[config.mk]
export PLATFORM = sky130hd
export DESIGN_NAME = nnbs_ctrl
export DESIGN_NICKNAME = d
export VERILOG_FILES = /design/src/design/nnbs_pkg.sv /design/src/design/nnbs_ctrl.sv
export SDC_FILE = /design/constraint.sdc
export NUM_CORES = 1
export LEC_CHECK = 0
export ABC_CLOCK_PERIOD_IN_PS = 1610
export BUFFER_PORTS_ARGS = -buffer_cell sky130_fd_sc_hd__buf_4
export CAP_MARGIN = 20
export CORE_AREA = 2 2 39 41
export CTS_CLUSTER_DIAMETER = 50
export DETAILED_ROUTE_END_ITERATION = 8
export DIE_AREA = 0 0 41 43
export PLACE_DENSITY_LB_ADDON = 0.08
export SYNTH_ARGS = -nofsm -noshare
export SYNTH_HDL_FRONTEND = slang
export SYNTH_SLANG_ARGS = --single-unit
[constraint.sdc]
create_clock -name clk -period 1.61 [get_ports clk]
set_clock_uncertainty 0.2 [all_clocks]
set_input_delay 0 -clock clk [delete_from_list [all_inputs] [get_ports clk]]
set_output_delay 0 -clock clk [all_outputs]
set_load 0.03 [all_outputs]
[src/design/nnbs_pkg.sv]
// ----------------------------------------------------------------------------
// nnbs_pkg
// Shared types and constants of the nearest-neighbor bitmap scaler: field
// widths, configuration register indexes and reset values, controller states
// and the command/status groups between controller and datapath.
// ----------------------------------------------------------------------------
package nnbs_pkg;

	// Field widths fixed by the item formats
	localparam int PIXEL_W     = 16;
	localparam int LOAD_IDX_W  = 17;
	localparam int DEST_W      = 25;
	localparam int DIM_W       = 12;
	localparam int PITCH_W     = 13;
	localparam int ACC_W       = 32;
	localparam int CFG_IDX_W   = 3;
	localparam int CFG_DATA_W  = 13;
	localparam int S_TDATA_W   = 40;
	localparam int M_TDATA_W   = 48;
	localparam int M_TUSER_W   = 2;

	// Configuration register indexes
	localparam logic [CFG_IDX_W-1:0] CFG_START_COL      = 3'd0;
	localparam logic [CFG_IDX_W-1:0] CFG_START_ROW      = 3'd1;
	localparam logic [CFG_IDX_W-1:0] CFG_VISIBLE_WIDTH  = 3'd2;
	localparam logic [CFG_IDX_W-1:0] CFG_VISIBLE_HEIGHT = 3'd3;
	localparam logic [CFG_IDX_W-1:0] CFG_OUT_WIDTH      = 3'd4;
	localparam logic [CFG_IDX_W-1:0] CFG_OUT_HEIGHT     = 3'd5;
	localparam logic [CFG_IDX_W-1:0] CFG_SOURCE_PITCH   = 3'd6;
	localparam logic [CFG_IDX_W-1:0] CFG_DEST_ROW_GAP   = 3'd7;

	// Configuration reset values
	localparam logic [DIM_W-1:0]   RST_START_COL      = 12'd0;
	localparam logic [DIM_W-1:0]   RST_START_ROW      = 12'd0;
	localparam logic [DIM_W-1:0]   RST_VISIBLE_WIDTH  = 12'd320;
	localparam logic [DIM_W-1:0]   RST_VISIBLE_HEIGHT = 12'd224;
	localparam logic [DIM_W-1:0]   RST_OUT_WIDTH      = 12'd240;
	localparam logic [DIM_W-1:0]   RST_OUT_HEIGHT     = 12'd160;
	localparam logic [PITCH_W-1:0] RST_SOURCE_PITCH   = 13'd320;
	localparam logic [DIM_W-1:0]   RST_DEST_ROW_GAP   = 12'd0;

	// Controller states
	typedef enum logic [2:0] {
		ST_IDLE,
		ST_START,
		ST_DIV,
		ST_MUL,
		ST_ADD,
		ST_READ,
		ST_OUT
	} nnbs_state_t;

	// Controller to datapath commands
	typedef struct packed {
		logic ram_we;
		logic start_frame;
		logic step_load;
		logic mul_en;
		logic add_en;
		logic out_load;
	} nnbs_cmd_t;

	// Datapath to controller status
	typedef struct packed {
		logic frame_running;
		logic div_busy;
	} nnbs_sts_t;

endpackage

[src/design/nnbs_ctrl.sv]
// ----------------------------------------------------------------------------
// nnbs_ctrl
// Controller of the scaler: input handshake, sequencing of one emit item
// through frame setup, index multiply, index add, store read and result
// load, and the valid bit of the output register.
// ----------------------------------------------------------------------------
module nnbs_ctrl (
	input  logic                clk,
	input  logic                arst_n,
	input  logic                in_tvalid,
	input  logic                in_op,
	output logic                in_tready,
	output logic                out_tvalid,
	input  logic                out_tready,
	input  nnbs_pkg::nnbs_sts_t sts,
	output nnbs_pkg::nnbs_cmd_t cmd
);

	import nnbs_pkg::*;

	nnbs_state_t state_q, state_d;
	logic        out_valid_q;
	logic        in_accept;
	logic        slot_free;

	assign in_tready  = (state_q == ST_IDLE);
	assign in_accept  = in_tvalid && in_tready;
	assign slot_free  = !out_valid_q || out_tready;
	assign out_tvalid = out_valid_q;

	// Next state
	always_comb begin
		state_d = state_q;
		unique case (state_q)
			ST_IDLE: begin
				if (in_accept && in_op) begin
					state_d = sts.frame_running ? ST_MUL : ST_START;
				end
			end
			ST_START: begin
				state_d = ST_DIV;
			end
			ST_DIV: begin
				if (!sts.div_busy) begin
					state_d = ST_MUL;
				end
			end
			ST_MUL: begin
				state_d = ST_ADD;
			end
			ST_ADD: begin
				state_d = ST_READ;
			end
			ST_READ: begin
				state_d = ST_OUT;
			end
			ST_OUT: begin
				if (slot_free) begin
					state_d = ST_IDLE;
				end
			end
		endcase
	end

	// Commands to the datapath
	always_comb begin
		cmd             = '0;
		cmd.ram_we      = in_accept && !in_op;
		unique case (state_q)
			ST_IDLE:  ;
			ST_START: cmd.start_frame = 1'b1;
			ST_DIV:   cmd.step_load   = !sts.div_busy;
			ST_MUL:   cmd.mul_en      = 1'b1;
			ST_ADD:   cmd.add_en      = 1'b1;
			ST_READ:  ;
			ST_OUT:   cmd.out_load    = slot_free;
		endcase
	end

	// State register and output valid bit
	always_ff @(posedge clk or negedge arst_n) begin
		if (!arst_n) begin
			state_q     <= ST_IDLE;
			out_valid_q <= 1'b0;
		end else begin
			state_q <= state_d;
			if (cmd.out_load) begin
				out_valid_q <= 1'b1;
			end else if (out_tready) begin
				out_valid_q <= 1'b0;
			end
		end
	end

	// A result is loaded only into a free or draining output register
	a_load_free: assert property (@(posedge clk) disable iff (!arst_n)
		cmd.out_load |-> (!out_valid_q || out_tready))
		else $error("result overwrote a pending transfer");

	// An emit item blocks the input in the following cycle
	a_emit_busy: assert property (@(posedge clk) disable iff (!arst_n)
		(in_accept && in_op) |=> !in_tready)
		else $error("input ready right after an emit transfer");

	// Waiting on the step division happens only inside a running frame
	a_div_frame: assert property (@(posedge clk) disable iff (!arst_n)
		(state_q == ST_DIV) |-> sts.frame_running)
		else $error("step division outside a frame");

	// A loaded result is offered in the next cycle
	a_load_valid: assert property (@(posedge clk) disable iff (!arst_n)
		cmd.out_load |=> out_valid_q)
		else $error("loaded result not offered");

endmodule

==> impl_metrics.ini <==
[clocking]
post-cts-setup-buffer-count = 0
numCtsBuffers = 3
cts.sinks = 4
insertion_delay_ns = 0.23
clkSlewWorstSetupHoldPaths_ns = 0.04
clockBufferDepth = 2
cts_tree = done
htree_levels = 1
cts-root-buf = clkbuf_4

[synthesis]
synth_top_area_cell = dfrtp_1
netlist_area_um2 = 278
synth_nets = 39
yosys.area.top_type_share_pct = 36.0
ys_types = 19
ys.flop_type = dfrtp_1
post-synth-top-count-cell = nor3_1
async_reset_ff_share_pct = 100
synth.area.top_cells = dfrtp_1, nor3_1, buf_6
synth_common_cells = nor3_1, dfrtp_1, a21oi_1
ys_seq_area_share_pct = 36.0
yosysWarnings = 0
synth-seq-cells = 4
synthCells = 32
syn_avg_cell_area_um2 = 8.68
synth_edf_count = 0

[worst_hold_path]
hp-class = in2reg

[route]
final_antenna_net_count = 0
wl_per_cell_um = 10.6
drcViolationCount = 0
via_count = 304
drt-pass1-iter-count = 3
wl_um = 731
via_per_inst = 4.41
drt-initial-drc-count = 8

[run_status]
outcome = finished, final reports clean

[final_layout]
syn2layout_area_growth_pct = 70.3
drive_gt1_share_pct = 39.6
nNetsFinal = 62
stdcell_count = 69
diodes = 0

[global_route]
grt_pass1_vias = 282
grt_usage_pct = 10.7
antenna_found_initial = 0
grt_pass1_wl_um = 1170
grt_max_degree = 12
overflow = 0

[die]
start_util_pct = 20.1
core_region_area_um2 = 1380
io_pins = 15
row_count = 14
die_y_um = 43
die_x_um = 41
die-area_um2 = 1760

[power_and_ir_drop]
ir_drop_mv = 0.620
internal_power_mw = 0.428
clkPwrFrac_pct = 14.8
seq_power_share_pct = 30.2
power.leakage_nw = 0.229
p_per_area_nw_per_um2 = 1730
finalPower_mw = 0.819
power.switching_mw = 0.390
p_comb_share_pct = 55.0
swShare_pct = 47.7

[worst_setup_path]
crit_family = flip-flops
critPathArrivalTime_ns = 1.26
crit_slowest_cell = dfrtp_1
worstPathCellList = nor4_2, buf_4
critical_path_peak_fanout = 10
startpoint_type = register
worstPathRequired_ns = 1.41
crit_type = reg2out
path_buf_inv = 1
crit_path_end_kind = output pin
max_stage_delay_ns = 0.51

[sta]
setup_tns_ns = 0
timing.final.ws_setup_ns = 0.150
relSlewSlack_pct = 74.0
hold_viol = 0
setup_viol_count_final = 0
clock.fmax_mhz = 685
final.period_utilization_pct = 90.7
rsz0062_at_grt = no
whs_ns = 0.344
finalMaxSlewViolations = 0
min_period_ns = 1.46
tightest_slew_ns = 0.390

[placed_design]
dp_slack_ns = 0.226
dp_cells = 59
place_congestion = 0.705
place_hpwl_um = 519
io_buffers = 14

[run]
drv_cap = 0
[worst min-delay path, stage by stage]
cell and delay [ns]:
dlygate4sd3_1 0.52, buf_4 0.11, a211o_1 0.11
[cell usage in the layout (no fill, tap or decap)]
| cell type | instances |
|---|---|
| a211o_1 | 1 |
| dlygate4sd3_1 | 7 |
| and2_4 | 1 |
| nand2b_1 | 1 |
| o21ai_1 | 2 |
| o31ai_1 | 1 |
| nor2_1 | 1 |
| inv_1 | 2 |
| a21o_1 | 1 |
| a21oi_1 | 3 |
| nand2_1 | 2 |
| dfrtp_2 | 1 |
| dfrtp_1 | 3 |
| nand4b_1 | 1 |
| nor4_2 | 1 |
| nor3_1 | 5 |
| nand2b_4 | 1 |
| o21ai_0 | 1 |
| and3_1 | 1 |
| clkbuf_4 | 3 |
| buf_4 | 14 |
[power by group through the flow]
stage | logic [mW] | registers, mW | clock network [mW]
floorplan | 0.401 | 0.181 | 0
global placement | 0.441 | 0.240 | 0
detailed placement | 0.436 | 0.246 | 0
CTS | 0.452 | 0.245 | 0.128
global route | 0.486 | 0.258 | 0.141
finish | 0.450 | 0.247 | 0.122
[flip-flops by register name (all words and copies together) (netlist names)]
signal      flops
out_tvalid      1
state_q         3
[kinds of logic after synthesis]
family,after synthesis,synth area share (%)
simple gates,14,31.1
compound gates,9,19.4
buf+inv,5,13.5
flops,4,36.0
[area by class of cell]
type	instances	area [um^2]
repair buffers	21	175
multi-input cells	23	146
clock buffers	3	22.5
well taps	16	20.0
inverters	2	7.51
fillers	148	911
flip-flops and latches	4	101
[per-stage QoR]
step	util (%)	cell area, um^2
CTS	34.1	472
global placement	27.4	379
floorplan	-	284
finish	34.2	473
global route	34.2	473
detailed placement	27.4	379
[path summary, 6_finish.rpt]
kind | start | end | slack, ns | cells after the start
min | sts[1] | state_q[1]$_DFFE_PN0P_ | 0.34 | 3
max in group asynchronous | arst_n | state_q[2]$_DFFE_PN0P_ | 0.56 | 3
min in group asynchronous | arst_n | out_tvalid$_DFFE_PN0P_ | 0.47 | 3
min reg2reg | out_tvalid$_DFFE_PN0P_ | out_tvalid$_DFFE_PN0P_ | 0.37 | 2
max reg2reg | state_q[0]$_DFFE_PN0P_ | state_q[1]$_DFFE_PN0P_ | 0.23 | 3
max | state_q[1]$_DFFE_PN0P_ | cmd[5] | 0.15 | 2
[timing repair]
| item | CTS | global route |
|---|---|---|
| hold buffers | 7 | 0 |
| endpoints found under the hold margin | 7 | 0 |
| setup endpoints to repair | 0 | 1 |
| resized for setup | 0 | 1 |
[routing by layer]
| metal | up-vias | global-route usage [%] | wire length (um) |
|---|---|---|---|
| met4 | 0 | 12.0 | 14 |
| met2 | 13 | 12.2 | 324 |
| met5 | - | 0 | 0 |
| met3 | 2 | 3.66 | 52 |
| li1 | 155 | - | - |
| met1 | 134 | 13.6 | 339 |
Power figures use the tool's default switching activity.
